File: src/hdl/cshs_pkg.sv
package cshs_pkg;

    // counter and age width, at most the 32-bit result fields
    localparam int COUNTER_WIDTH = 32;
    localparam int PHASE_W       = 16;
    localparam int RESULT_W      = 32;
    localparam int HIST_BINS     = 4;

    typedef logic [COUNTER_WIDTH-1:0] t_cnt;
    typedef logic [$clog2(HIST_BINS)-1:0] t_bin;

    // operation codes
    localparam logic OP_PROCESS = 1'b0;
    localparam logic OP_RESTART = 1'b1;

    // sample tags, anything else counts as invalid
    localparam logic [1:0] TAG_PRIMARY   = 2'd0;
    localparam logic [1:0] TAG_ALTERNATE = 2'd1;
    localparam logic [1:0] TAG_INVALID   = 2'd2;

    // statistic selectors
    localparam logic [3:0] STAT_PRIMARY   = 4'd0;
    localparam logic [3:0] STAT_ALTERNATE = 4'd1;
    localparam logic [3:0] STAT_INVALID   = 4'd2;
    localparam logic [3:0] STAT_STARVED   = 4'd3;
    localparam logic [3:0] STAT_REUSE     = 4'd4;
    localparam logic [3:0] STAT_MAX_AGE   = 4'd5;
    localparam logic [3:0] STAT_HIST0     = 4'd6;
    localparam logic [3:0] STAT_HIST1     = 4'd7;
    localparam logic [3:0] STAT_HIST2     = 4'd8;
    localparam logic [3:0] STAT_HIST3     = 4'd9;

    // histogram bin upper limits
    localparam t_cnt BIN0_LIMIT = t_cnt'(1);
    localparam t_cnt BIN1_LIMIT = t_cnt'(3);
    localparam t_cnt BIN2_LIMIT = t_cnt'(7);

    typedef struct packed {
        logic                       operation;
        logic [1:0]                 sample_tag;
        logic signed [PHASE_W-1:0]  phase_a_in;
        logic signed [PHASE_W-1:0]  phase_b_in;
        logic signed [PHASE_W-1:0]  phase_c_in;
        logic [3:0]                 stat_index;
    } t_in_item;

    typedef struct packed {
        logic                       ok;
        logic signed [PHASE_W-1:0]  phase_a_out;
        logic signed [PHASE_W-1:0]  phase_b_out;
        logic signed [PHASE_W-1:0]  phase_c_out;
        logic [RESULT_W-1:0]        age_now;
        logic [RESULT_W-1:0]        stat_value;
    } t_out_item;

    // events from the hold path to the statistics unit
    typedef struct packed {
        logic upd;
        logic primary;
        logic alternate;
        logic invalid;
        logic starved;
        logic reuse;
        t_cnt age;
    } t_stat_evt;

    function automatic t_cnt sat_inc(input t_cnt v);
        sat_inc = (v == '1) ? v : v + t_cnt'(1);
    endfunction

    function automatic logic [RESULT_W-1:0] to_result(input t_cnt v);
        to_result = RESULT_W'(v);
    endfunction

endpackage

File: src/hdl/cshs_ifs.sv
interface cshs_in_if import cshs_pkg::*; ();
    logic     valid;
    logic     ready;
    t_in_item data;

    modport source(output valid, output data, input ready);
    modport sink(input valid, input data, output ready);
endinterface

interface cshs_out_if import cshs_pkg::*; ();
    logic      valid;
    logic      ready;
    t_out_item data;

    modport source(output valid, output data, input ready);
    modport sink(input valid, input data, output ready);
endinterface

File: src/hdl/cshs_stats.sv
module cshs_stats import cshs_pkg::*; (
    input  logic      i_clk,
    input  logic      i_rst_n,
    input  t_stat_evt i_evt,
    input  logic [3:0] i_stat_index,
    output t_cnt      o_stat_value
);

    t_cnt r_primary, r_alternate, r_invalid, r_starved, r_reuse, r_max_age;
    t_cnt n_primary, n_alternate, n_invalid, n_starved, n_reuse, n_max_age;
    t_cnt r_hist [HIST_BINS];
    t_cnt n_hist [HIST_BINS];
    t_bin w_bin;

    always_comb begin
        if (i_evt.age <= BIN0_LIMIT) begin
            w_bin = t_bin'(0);
        end else if (i_evt.age <= BIN1_LIMIT) begin
            w_bin = t_bin'(1);
        end else if (i_evt.age <= BIN2_LIMIT) begin
            w_bin = t_bin'(2);
        end else begin
            w_bin = t_bin'(3);
        end
    end

    always_comb begin
        n_primary   = (i_evt.upd && i_evt.primary)   ? sat_inc(r_primary)   : r_primary;
        n_alternate = (i_evt.upd && i_evt.alternate) ? sat_inc(r_alternate) : r_alternate;
        n_invalid   = (i_evt.upd && i_evt.invalid)   ? sat_inc(r_invalid)   : r_invalid;
        n_starved   = (i_evt.upd && i_evt.starved)   ? sat_inc(r_starved)   : r_starved;
        n_reuse     = (i_evt.upd && i_evt.reuse)     ? sat_inc(r_reuse)     : r_reuse;
        n_max_age   = (i_evt.upd && i_evt.reuse && (i_evt.age > r_max_age)) ?
                      i_evt.age : r_max_age;
        for (int i = 0; i < HIST_BINS; i++) begin
            n_hist[i] = (i_evt.upd && i_evt.reuse && (w_bin == t_bin'(i))) ?
                        sat_inc(r_hist[i]) : r_hist[i];
        end
    end

    // selection reads the values after this item's update
    always_comb begin
        case (i_stat_index)
            STAT_PRIMARY:   o_stat_value = n_primary;
            STAT_ALTERNATE: o_stat_value = n_alternate;
            STAT_INVALID:   o_stat_value = n_invalid;
            STAT_STARVED:   o_stat_value = n_starved;
            STAT_REUSE:     o_stat_value = n_reuse;
            STAT_MAX_AGE:   o_stat_value = n_max_age;
            STAT_HIST0:     o_stat_value = n_hist[0];
            STAT_HIST1:     o_stat_value = n_hist[1];
            STAT_HIST2:     o_stat_value = n_hist[2];
            STAT_HIST3:     o_stat_value = n_hist[3];
            default:        o_stat_value = '0;
        endcase
    end

    always_ff @(posedge i_clk) begin
        if (!i_rst_n) begin
            r_primary   <= '0;
            r_alternate <= '0;
            r_invalid   <= '0;
            r_starved   <= '0;
            r_reuse     <= '0;
            r_max_age   <= '0;
            for (int i = 0; i < HIST_BINS; i++) begin
                r_hist[i] <= '0;
            end
        end else begin
            r_primary   <= n_primary;
            r_alternate <= n_alternate;
            r_invalid   <= n_invalid;
            r_starved   <= n_starved;
            r_reuse     <= n_reuse;
            r_max_age   <= n_max_age;
            for (int i = 0; i < HIST_BINS; i++) begin
                r_hist[i] <= n_hist[i];
            end
        end
    end

endmodule

File: src/hdl/current_sample_hold_with_stats.sv
// channel   dir  modport             payload
// i_smp     in   cshs_in_if.sink     operation, tag, three phase currents, stat select
// o_res     out  cshs_out_if.source  ok, three phase currents, age, selected statistic
//
// one item per clock sustained while o_res.ready is high; an item goes from input
// transfer via the input register, then the result register after the hold update
// synchronous active-low reset clears the hold, the age, all counters and both
// valid flags
// a stalled result holds in the result register while one more item waits in
// the input register; i_smp.ready drops only when both are full
module current_sample_hold_with_stats import cshs_pkg::*; (
    input  logic              i_clk,
    input  logic              i_rst_n,
    cshs_in_if.sink           i_smp,
    cshs_out_if.source        o_res
);

    // input register
    logic      r_s1_valid;
    t_in_item  r_s1_item;

    // result register
    logic      r_out_valid;
    t_out_item r_out_item;
    t_out_item n_out_item;

    // hold state
    logic signed [PHASE_W-1:0] r_held_a, r_held_b, r_held_c;
    logic signed [PHASE_W-1:0] n_held_a, n_held_b, n_held_c;
    logic r_have_held, n_have_held;
    t_cnt r_age, n_age;

    logic      w_s2_free;
    logic      w_s1_go;
    t_stat_evt w_evt;
    t_cnt      w_stat;
    logic      w_tag_valid;

    // result register empties or drains this cycle
    assign w_s2_free   = !r_out_valid || o_res.ready;
    assign w_s1_go     = r_s1_valid && w_s2_free;
    assign i_smp.ready = !r_s1_valid || w_s2_free;

    assign o_res.valid = r_out_valid;
    assign o_res.data  = r_out_item;

    assign w_tag_valid = (r_s1_item.sample_tag == TAG_PRIMARY) ||
                         (r_s1_item.sample_tag == TAG_ALTERNATE);

    // hold, age and event decode for the item in the input register
    always_comb begin
        n_held_a    = r_held_a;
        n_held_b    = r_held_b;
        n_held_c    = r_held_c;
        n_have_held = r_have_held;
        n_age       = r_age;

        w_evt           = '0;
        w_evt.upd       = w_s1_go;
        w_evt.age       = sat_inc(r_age);

        n_out_item             = '0;
        n_out_item.phase_a_out = '0;

        if (r_s1_item.operation == OP_RESTART) begin
            // restart drops the hold and the age, counters keep going
            n_held_a    = '0;
            n_held_b    = '0;
            n_held_c    = '0;
            n_have_held = 1'b0;
            n_age       = '0;
        end else if (w_tag_valid) begin
            // fresh sample passes through and becomes the substitute
            w_evt.primary          = (r_s1_item.sample_tag == TAG_PRIMARY);
            w_evt.alternate        = (r_s1_item.sample_tag == TAG_ALTERNATE);
            n_held_a               = r_s1_item.phase_a_in;
            n_held_b               = r_s1_item.phase_b_in;
            n_held_c               = r_s1_item.phase_c_in;
            n_have_held            = 1'b1;
            n_age                  = '0;
            n_out_item.ok          = 1'b1;
            n_out_item.phase_a_out = r_s1_item.phase_a_in;
            n_out_item.phase_b_out = r_s1_item.phase_b_in;
            n_out_item.phase_c_out = r_s1_item.phase_c_in;
        end else begin
            // invalid or unknown tag
            w_evt.invalid = 1'b1;
            if (!r_have_held) begin
                // nothing to substitute yet: refused
                w_evt.starved = 1'b1;
            end else begin
                w_evt.reuse            = 1'b1;
                n_age                  = w_evt.age;
                n_out_item.ok          = 1'b1;
                n_out_item.phase_a_out = r_held_a;
                n_out_item.phase_b_out = r_held_b;
                n_out_item.phase_c_out = r_held_c;
            end
        end

        n_out_item.age_now    = to_result(n_age);
        n_out_item.stat_value = to_result(w_stat);
    end

    cshs_stats u_stats (
        .i_clk        (i_clk),
        .i_rst_n      (i_rst_n),
        .i_evt        (w_evt),
        .i_stat_index (r_s1_item.stat_index),
        .o_stat_value (w_stat)
    );

    // control and hold state
    always_ff @(posedge i_clk) begin
        if (!i_rst_n) begin
            r_s1_valid  <= 1'b0;
            r_out_valid <= 1'b0;
            r_held_a    <= '0;
            r_held_b    <= '0;
            r_held_c    <= '0;
            r_have_held <= 1'b0;
            r_age       <= '0;
        end else begin
            if (i_smp.ready) begin
                r_s1_valid <= i_smp.valid;
            end
            if (w_s2_free) begin
                r_out_valid <= r_s1_valid;
            end
            if (w_s1_go) begin
                r_held_a    <= n_held_a;
                r_held_b    <= n_held_b;
                r_held_c    <= n_held_c;
                r_have_held <= n_have_held;
                r_age       <= n_age;
            end
        end
    end

    // payload registers
    always_ff @(posedge i_clk) begin
        if (i_smp.valid && i_smp.ready) begin
            r_s1_item <= i_smp.data;
        end
        if (w_s1_go) begin
            r_out_item <= n_out_item;
        end
    end

endmodule

File: src/flat_wrapper.sv
// flat-port wrapper written by rule: the top's interface ports become plain ports
module current_sample_hold_with_stats_flat import cshs_pkg::*;
  (i_clk, i_rst_n, i_smp_valid, i_smp_data, i_smp_ready, o_res_valid, o_res_data, o_res_ready);
  cshs_in_if i_smp_i ();
  cshs_out_if o_res_i ();
  input  logic i_clk;
  input  logic i_rst_n;
  input wire logic [$bits(i_smp_i.valid)-1:0] i_smp_valid;
  input wire logic [$bits(i_smp_i.data)-1:0] i_smp_data;
  output wire logic [$bits(i_smp_i.ready)-1:0] i_smp_ready;
  output wire logic [$bits(o_res_i.valid)-1:0] o_res_valid;
  output wire logic [$bits(o_res_i.data)-1:0] o_res_data;
  input wire logic [$bits(o_res_i.ready)-1:0] o_res_ready;
  assign i_smp_i.valid = i_smp_valid;
  assign i_smp_i.data = i_smp_data;
  assign i_smp_ready = i_smp_i.ready;
  assign o_res_valid = o_res_i.valid;
  assign o_res_data = o_res_i.data;
  assign o_res_i.ready = o_res_ready;
  current_sample_hold_with_stats u_core (.i_clk(i_clk), .i_rst_n(i_rst_n), .i_smp(i_smp_i), .o_res(o_res_i));
endmodule
File: config.mk
export PLATFORM = sky130hd
export DESIGN_NAME = current_sample_hold_with_stats_flat
export DESIGN_NICKNAME = d
export VERILOG_FILES = /design/src/hdl/cshs_pkg.sv /design/src/hdl/cshs_ifs.sv /design/src/hdl/cshs_stats.sv /design/src/hdl/current_sample_hold_with_stats.sv /design/src/flat_wrapper.sv
export SDC_FILE = /design/constraint.sdc
export NUM_CORES = 1
export LEC_CHECK = 0
export BUFFER_PORTS_ARGS = -buffer_cell sky130_fd_sc_hd__buf_2
export CAP_MARGIN = 20
export CELL_PAD_IN_SITES_DETAIL_PLACEMENT = 1
export CELL_PAD_IN_SITES_GLOBAL_PLACEMENT = 2
export CORE_UTILIZATION = 42
export CTS_CLUSTER_SIZE = 28
export DETAILED_ROUTE_END_ITERATION = 8
export GPL_TIMING_DRIVEN = 0
export PLACE_DENSITY_LB_ADDON = 0.2
export SYNTH_ARGS = -nofsm -noshare
export SYNTH_HDL_FRONTEND = slang
export SYNTH_SLANG_ARGS = --single-unit
File: constraint.sdc
create_clock -name i_clk -period 11.6 [get_ports i_clk]
set_clock_uncertainty 0.15 [all_clocks]
set_input_delay 1.74 -clock i_clk [delete_from_list [all_inputs] [get_ports i_clk]]
set_output_delay 1.74 -clock i_clk [all_outputs]
set_load 0.02 [all_outputs]
==> impl_metrics.toml, run 1 <==
[outcome]
status = "finished, final reports clean"

[power_and_ir_drop]
cellPowerDensity_mw_per_mm2 = 139
p_int_w = 0.00354
clkPwrFrac = 0.506
switching_share = 0.238
p_leak_nw = 11.7
power_frac_seq = 0.453
ir_drop_uv = 139
power_w = 0.00464
p_comb_frac = 0.041
power.switching_w = 0.00111

[worst_setup_path]
r2r_start = "u_core.r_age[25]"
crit_type = "reg2reg"
regToRegEndpoint = "u_core.o_res.data[15]"
arrival_ns = 8.44
rrSetupSlack_ns = 3.30
setup.worst_path.end = "u_core.o_res.data[15]"
critical_path.endpoint_type = "flop"
start_kind = "flop"
worst-path-max-fanout = 10
worst-r2r-cell-count = 20
required_ns = 11.74
crit_start = "u_core.r_age[25]"

[sta]
period_needed_ns = 8.30
worst_pin_slew_ns = 1.26
setup_viol = 0
relSlewSlack = 0.154
slew_viol_final = 0
fmax_ghz = 0.120
hold_viol_final = 0
period_share = 0.716
whs_ns = 0.358
finalSetupTns_ns = 0
rsz0062_at_grt = "false"

[logic_synthesis]
synth_seq_area_share = 0.454
synth_edf_count = 168
ys_ff_latch = 571
synth-main-ff-cell = "dfxtp_1"
synth_area_mm2 = 0.0289
synthCells = 3201
ys_types = 90
yosysTopAreaCellShare = 0.279
ys_async_sr_fraction = 0
yosys_warnings = 0
synth_area_leaders = "dfxtp_1, edfxtp_1, nor2_1"
synth.avg_cell_area_um2 = 9.03
synth_area_leader_cell = "dfxtp_1"
synth_fp_nets = 3301

[floorplanning]
row_count = 95
initial_utilization = 0.427
die_x_um = 264
dieArea_mm2 = 0.0699
io-pin-count = 174
core_mm2 = 0.0676
die_y_um = 264

[clocking]
clock_sinks = 571
cts_made_buffers = 69
post_cts_buffers = 0
postCtsResizedCells = 0
clk_latency_ns = 0.63
cts_hold_buf = 0
cts_tree = "yes"
path_clk_slew_ns = 0.06
h-tree-depth = 3
clock_path_buffers = 3
clock-root-buffer = "clkbuf_16"

[global_route]
grt_util_met1 = 0.469
grt_use_met3 = 0.0682
grt_max_degree = 42
busiest_layer = "met2"
grt_pass1_vias = 27467
grt_use_met2 = 0.563
track_usage = 0.356
gr-total-overflow = 0
grt_pass1_wl_um = 184000
antenna_found_initial = 4

[detailed_routing]
drt-pass1-iter-count = 6
drt-wirelength-per-cell_um = 28.9
drc = 0
finalWirelength_um = 127000
vias = 27232
viasPerCell = 6.20
ant_nets = 0
drt_iter0_markers = 2611

[layout]
multi_input_area_mm2 = 0.0147
seq_area_mm2 = 0.0131
stdcell_count = 4393
final_core_util = 0.495
drive_above_1_share = 0.109
syn_to_final_growth_pct = 15.9
finish.net_count = 3561
fillers = 7837

[placement]
placed_cells = 4261
port_buffers = 172
dp_hpwl_um = 98500
gp_congestion = 0.999

[worst_hold_path]
min_path_type = "reg2reg"

[flow_run]
maxCapViolCount = 0
==> layer usage <==
layer / wire [um] / up-vias
met5: 15 / -
met4: 6610 / 2
met3: 10100 / 295
met2: 57400 / 1154
met1: 52800 / 13703
li1: - / 12078
==> Yosys cell counts (all sizes together) (16+ instances only) <==
| cell | count |
|---|---|
| inv | 77 |
| nor2 | 513 |
| xnor2 | 173 |
| or3 | 36 |
| dfxtp | 403 |
| a22oi | 58 |
| a211oi | 24 |
| clkbuf | 148 |
| mux2i | 48 |
| and4 | 49 |
| nor4 | 47 |
| o211ai | 28 |
| o221ai | 31 |
| nand3 | 145 |
| nor3 | 117 |
| xor2 | 138 |
| o21ai | 57 |
| o22ai | 31 |
| ha | 41 |
| a22o | 48 |
| a21oi | 91 |
| nand4 | 116 |
| a31oi | 16 |
| buf | 38 |
| and2 | 101 |
| and3 | 56 |
| nand2 | 212 |
| or2 | 16 |
| edfxtp | 168 |
==> power by group through the flow <==
| stage | Clock, W | Combinational [W] | Sequential, W |
|---|---|---|---|
| 2_1_floorplan | 0 | 0.0000717 | 0.00217 |
| 5_1_grt | 0.00246 | 0.000199 | 0.00211 |
| 3_3_place_gp | 0 | 0.000177 | 0.00215 |
| 3_5_place_dp | 0 | 0.000187 | 0.00215 |
| 4_1_cts | 0.00238 | 0.000189 | 0.00211 |
| 6_report | 0.00235 | 0.000191 | 0.00211 |
==> logic make-up (layout without fill, tap and decap cells) <==
kind of cell,count (synthesis),in the layout,synth area share
buffers and inverters,263,578,0.0365
xor gates and xnor gates,311,311,0.0942
DFF,571,571,0.454
muxes,53,53,0.0186
adders and majority gates,41,41,0.0177
AOI/OAI and AO/OA,508,508,0.127
and+or+nand+nor,1454,1454,0.252
other,0,4,0
==> sequential cells by signal, summed over array words and instances (netlist names), 32 cells and up <==
signal	flops
u_core.r_age	32
u_core.u_stats.r_alternate	32
u_core.o_res.data	113
u_core.u_stats.r_invalid	32
u_core.u_stats.r_starved	32
u_core.u_stats.r_primary	32
u_core.u_stats.r_max_age	32
u_core.u_stats.r_reuse	32
u_core.u_stats.r_hist	128
u_core.r_s1_item	55
==> through the flow <==
step | area (um2) | worst slack (ns)
2_1_floorplan | 28900 | 5.36
3_3_place_gp | 30900 | 3.13
3_5_place_dp | 31000 | 3.60
4_1_cts | 33500 | 3.55
5_1_grt | 33500 | 2.96
6_report | 33500 | 3.30
==> placed cells by master (no fill, tap or decap), drive strengths merged, types with 77 or more instances in the layout <==
master  instances
xor2          138
inv            77
nand2         212
xnor2         173
edfxtp        168
clkbuf        251
nand4         116
nor3          117
nor2          513
nand3         145
buf           224
a21oi          91
and2          101
dfxtp         403
==> critical path, stage by stage (launching register included) <==
cell	delay (ns)
dfxtp_1	0.31
buf_2	0.18
and4_1	0.20
clkbuf_1	0.28
nand4_1	0.63
o211ai_2	0.65
nor3_1	0.17
or2_2	0.33
ha_1	0.31
nand4_1	0.12
nor3_1	0.55
nand4_1	0.31
o21ai_0	0.23
nor3_1	0.12
o31ai_2	0.87
buf_2	0.47
buf_2	0.40
mux2i_1	0.41
o22ai_1	0.24
nor3_1	0.69
nand3_1	0.31
==> worst min path at each step <==
| stage | from | cells past startpoint | end |
|---|---|---|---|
| 4_1_cts | u_core.r_held_b[0] | 2 | u_core.r_held_b[0] |
| 6_report | u_core.r_held_b[0] | 2 | u_core.r_held_b[0] |
| 3_5_place_dp | u_core.r_held_b[11] | 2 | u_core.r_held_b[11] |
| 2_1_floorplan | u_core.r_held_a[0] | 2 | u_core.r_held_a[0] |
| 3_3_place_gp | u_core.r_held_a[2] | 2 | u_core.r_held_a[2] |
| 5_1_grt | u_core.r_held_a[4] | 2 | u_core.r_held_a[4] |
==> layout make-up <==
class	instances	area share
multi-input combinational	2367	0.440
sequential	571	0.391
clock buffer	102	0.0592
tap	873	0.0326
timing repair buffer	189	0.0310
buffer	186	0.0229
clock inverter	24	0.0141
inverter	77	0.00862
antenna	4	0.000299
No activity file was read; power rests on OpenSTA's default activity.
==> run 2: changes to the inputs <==
--- a/config.mk
+++ b/config.mk
@@ -9,7 +9,7 @@
 export CAP_MARGIN = 20
 export CELL_PAD_IN_SITES_DETAIL_PLACEMENT = 1
 export CELL_PAD_IN_SITES_GLOBAL_PLACEMENT = 2
-export CORE_UTILIZATION = 42
+export CORE_UTILIZATION = 35
 export CTS_CLUSTER_SIZE = 28
 export DETAILED_ROUTE_END_ITERATION = 8
 export GPL_TIMING_DRIVEN = 0
==> constraint.sdc (replaced) <==
create_clock -name i_clk -period 6.7 [get_ports i_clk]
set_clock_uncertainty 0.15 [all_clocks]
set_input_delay 1.005 -clock i_clk [delete_from_list [all_inputs] [get_ports i_clk]]
set_output_delay 1.005 -clock i_clk [all_outputs]
set_load 0.02 [all_outputs]
==> run 2 against run 1 <==
- cell area is 1.6% higher
- sequential cell count is the same
- global-route usage shrank 5.6 points
- fmax is 29% higher
- routed wire length increased by 0.92%
- via count decreased by 1.2%
- hold slack worse by 0.0077 ns
- sequential power up 73%
- non-clock buffer count rose by 9
- clock power rose by 69%
- worst setup slack worse by 3.0 ns
- critical path type unchanged
==> impl_metrics.toml, run 2 (synthesis results as in run 1) <==
[global_route]
busiest_layer = "met2"
track_usage = 0.300
gr-total-overflow = 0
grt_use_met2 = 0.482
grt_pass1_vias = 26835
grt_util_met1 = 0.412
grt_pass1_wl_um = 184000
grt_max_degree = 38
antenna_found_initial = 7
grt_use_met3 = 0.0354

[layout]
final_core_util = 0.416
drive_above_1_share = 0.120
regMostFlops = "u_core.u_stats.r_hist"
largest_reg_flops = 128
layout_common_cells = "nor2_1, dfxtp_1, nand2_1, buf_2, xnor2_1"
final_common_cell = "nor2_1"
fillers = 9485
seq_area_mm2 = 0.0131
multi_input_area_mm2 = 0.0150
finish.net_count = 3573
syn_to_final_growth_pct = 17.8

[sta]
rsz0062_at_grt = "false"
setup_viol = 0
period_share = 0.961
whs_ns = 0.350
relSlewSlack = 0.188
period_needed_ns = 6.44
fmax_ghz = 0.155
slew_viol_final = 0
hold_viol_final = 0
worst_pin_slew_ns = 1.22

[floorplanning]
die_x_um = 289
dieArea_mm2 = 0.0837
die_y_um = 289
initial_utilization = 0.353
core_mm2 = 0.0818
row_count = 105
io-pin-count = 174

[detailed_routing]
finalWirelength_um = 128000
drt_iter0_markers = 2139
drc = 0
ant_nets = 0
drt-pass1-iter-count = 5
vias = 26910
drt-wirelength-per-cell_um = 27.8
viasPerCell = 5.85

[clocking]
clk_latency_ns = 0.64
cts_hold_buf = 0
clock-root-buffer = "clkbuf_16"
clock_path_buffers = 3
cts_made_buffers = 71
cts_tree = "yes"
h-tree-depth = 3
path_clk_slew_ns = 0.06
clock_sinks = 571

[power_and_ir_drop]
ir_drop_uv = 194
p_leak_nw = 11.8
cellPowerDensity_mw_per_mm2 = 233

[placement]
gp_congestion = 0.973
port_buffers = 172
dp_hpwl_um = 101000

[worst_hold_path]
min_from = "u_core.r_held_a[0]"
min_path_type = "reg2reg"

[worst_setup_path]
crit_start = "u_core.r_age[0]"
critical_path.endpoint_type = "flop"
start_kind = "flop"
rrSetupSlack_ns = 0.26
worst-r2r-cell-count = 22
crit_type = "reg2reg"
setup.worst_path.end = "u_core.o_res.data[5]"
worst-path-max-fanout = 10
regToRegEndpoint = "u_core.o_res.data[5]"
r2r_start = "u_core.r_age[0]"
required_ns = 6.87
arrival_ns = 6.60

[outcome]
status = "finished, final reports clean"

[flow_run]
maxCapViolCount = 0
-- run 2: metal layers --
| metal | wire (um) | share of wire |
|---|---|---|
| met4 | 4910 | 0.038 |
| met5 | 25 | 0.00020 |
| met3 | 7200 | 0.056 |
| met2 | 58900 | 0.46 |
| met1 | 57000 | 0.45 |
-- run 2: worst min-delay path by stage --
stage                      endpoint  slack [ns]  depth (start not counted)
6_report         u_core.r_held_a[0]        0.35                          2
5_1_grt        u_core.r_s1_item[40]        0.37                          1
4_1_cts          u_core.r_held_a[0]        0.36                          2
3_5_place_dp     u_core.r_held_b[8]        0.34                          2
3_3_place_gp     u_core.r_held_b[9]        0.33                          2
2_1_floorplan    u_core.r_held_a[0]        0.32                          2
-- run 2: final cells by class --
class / instances / share of cell area
buffer: 186 / 0.0231
clock buffer: 92 / 0.0560
timing repair buffer: 198 / 0.0334
sequential: 571 / 0.385
inverter: 77 / 0.00849
antenna: 2 / 0.000147
clock inverter: 39 / 0.0142
multi-input combinational: 2368 / 0.440
tap: 1070 / 0.0393
-- run 2: per-stage QoR --
| stage | setup TNS, ns | power [W] | setup WS [ns] | instance area, um2 | std cells |
|---|---|---|---|---|---|
| finish | 0 | 0.00794 | 0.262 | 34000 | 4603 |
| CTS | 0 | 0.00801 | 0.0145 | 33900 | 4597 |
| floorplan | 0 | 0.00388 | 1.19 | 28900 | 3201 |
| global placement | -150.50 | 0.00404 | -2.15 | 31100 | 4443 |
| global route | 0 | 0.00817 | 0.0222 | 34000 | 4602 |
| detailed placement | -40.93 | 0.00405 | -1.69 | 31300 | 4463 |
-- run 2: report_power, final --
group	total, W	internal, W	switching (W)
Clock	0.00396	0.00228	0.00169
Combinational	0.000331	0.0000784	0.000252
Sequential	0.00364	0.00362	0.0000260
-- run 2: what timing repair did --
action                                  CTS  global route
setup buffers                             3             2
hold endpoints to repair                  0             0
cloned                                    0             1
resized for setup                        23            20
endpoints found under the setup margin   50            21
pin swaps                                 4             4
-- run 2: worst max-delay path, stage by stage (launching register included) --
cell and delay [ns]:
dfxtp_1 0.36, ha_1 0.16, buf_4 0.16, nand4_2 0.22
or4_1 0.54, buf_2 0.23, o211ai_4 0.30, nor3_1 0.14
or2_2 0.33, ha_1 0.31, nand4_1 0.17, nor3_4 0.28
nand3_1 0.16, o32ai_1 0.30, nor3_1 0.14, o31ai_4 0.31
buf_12 0.17, buf_6 0.23, mux2i_4 0.29, buf_12 0.15
o211ai_1 0.26, a221oi_2 0.46, o221ai_1 0.27
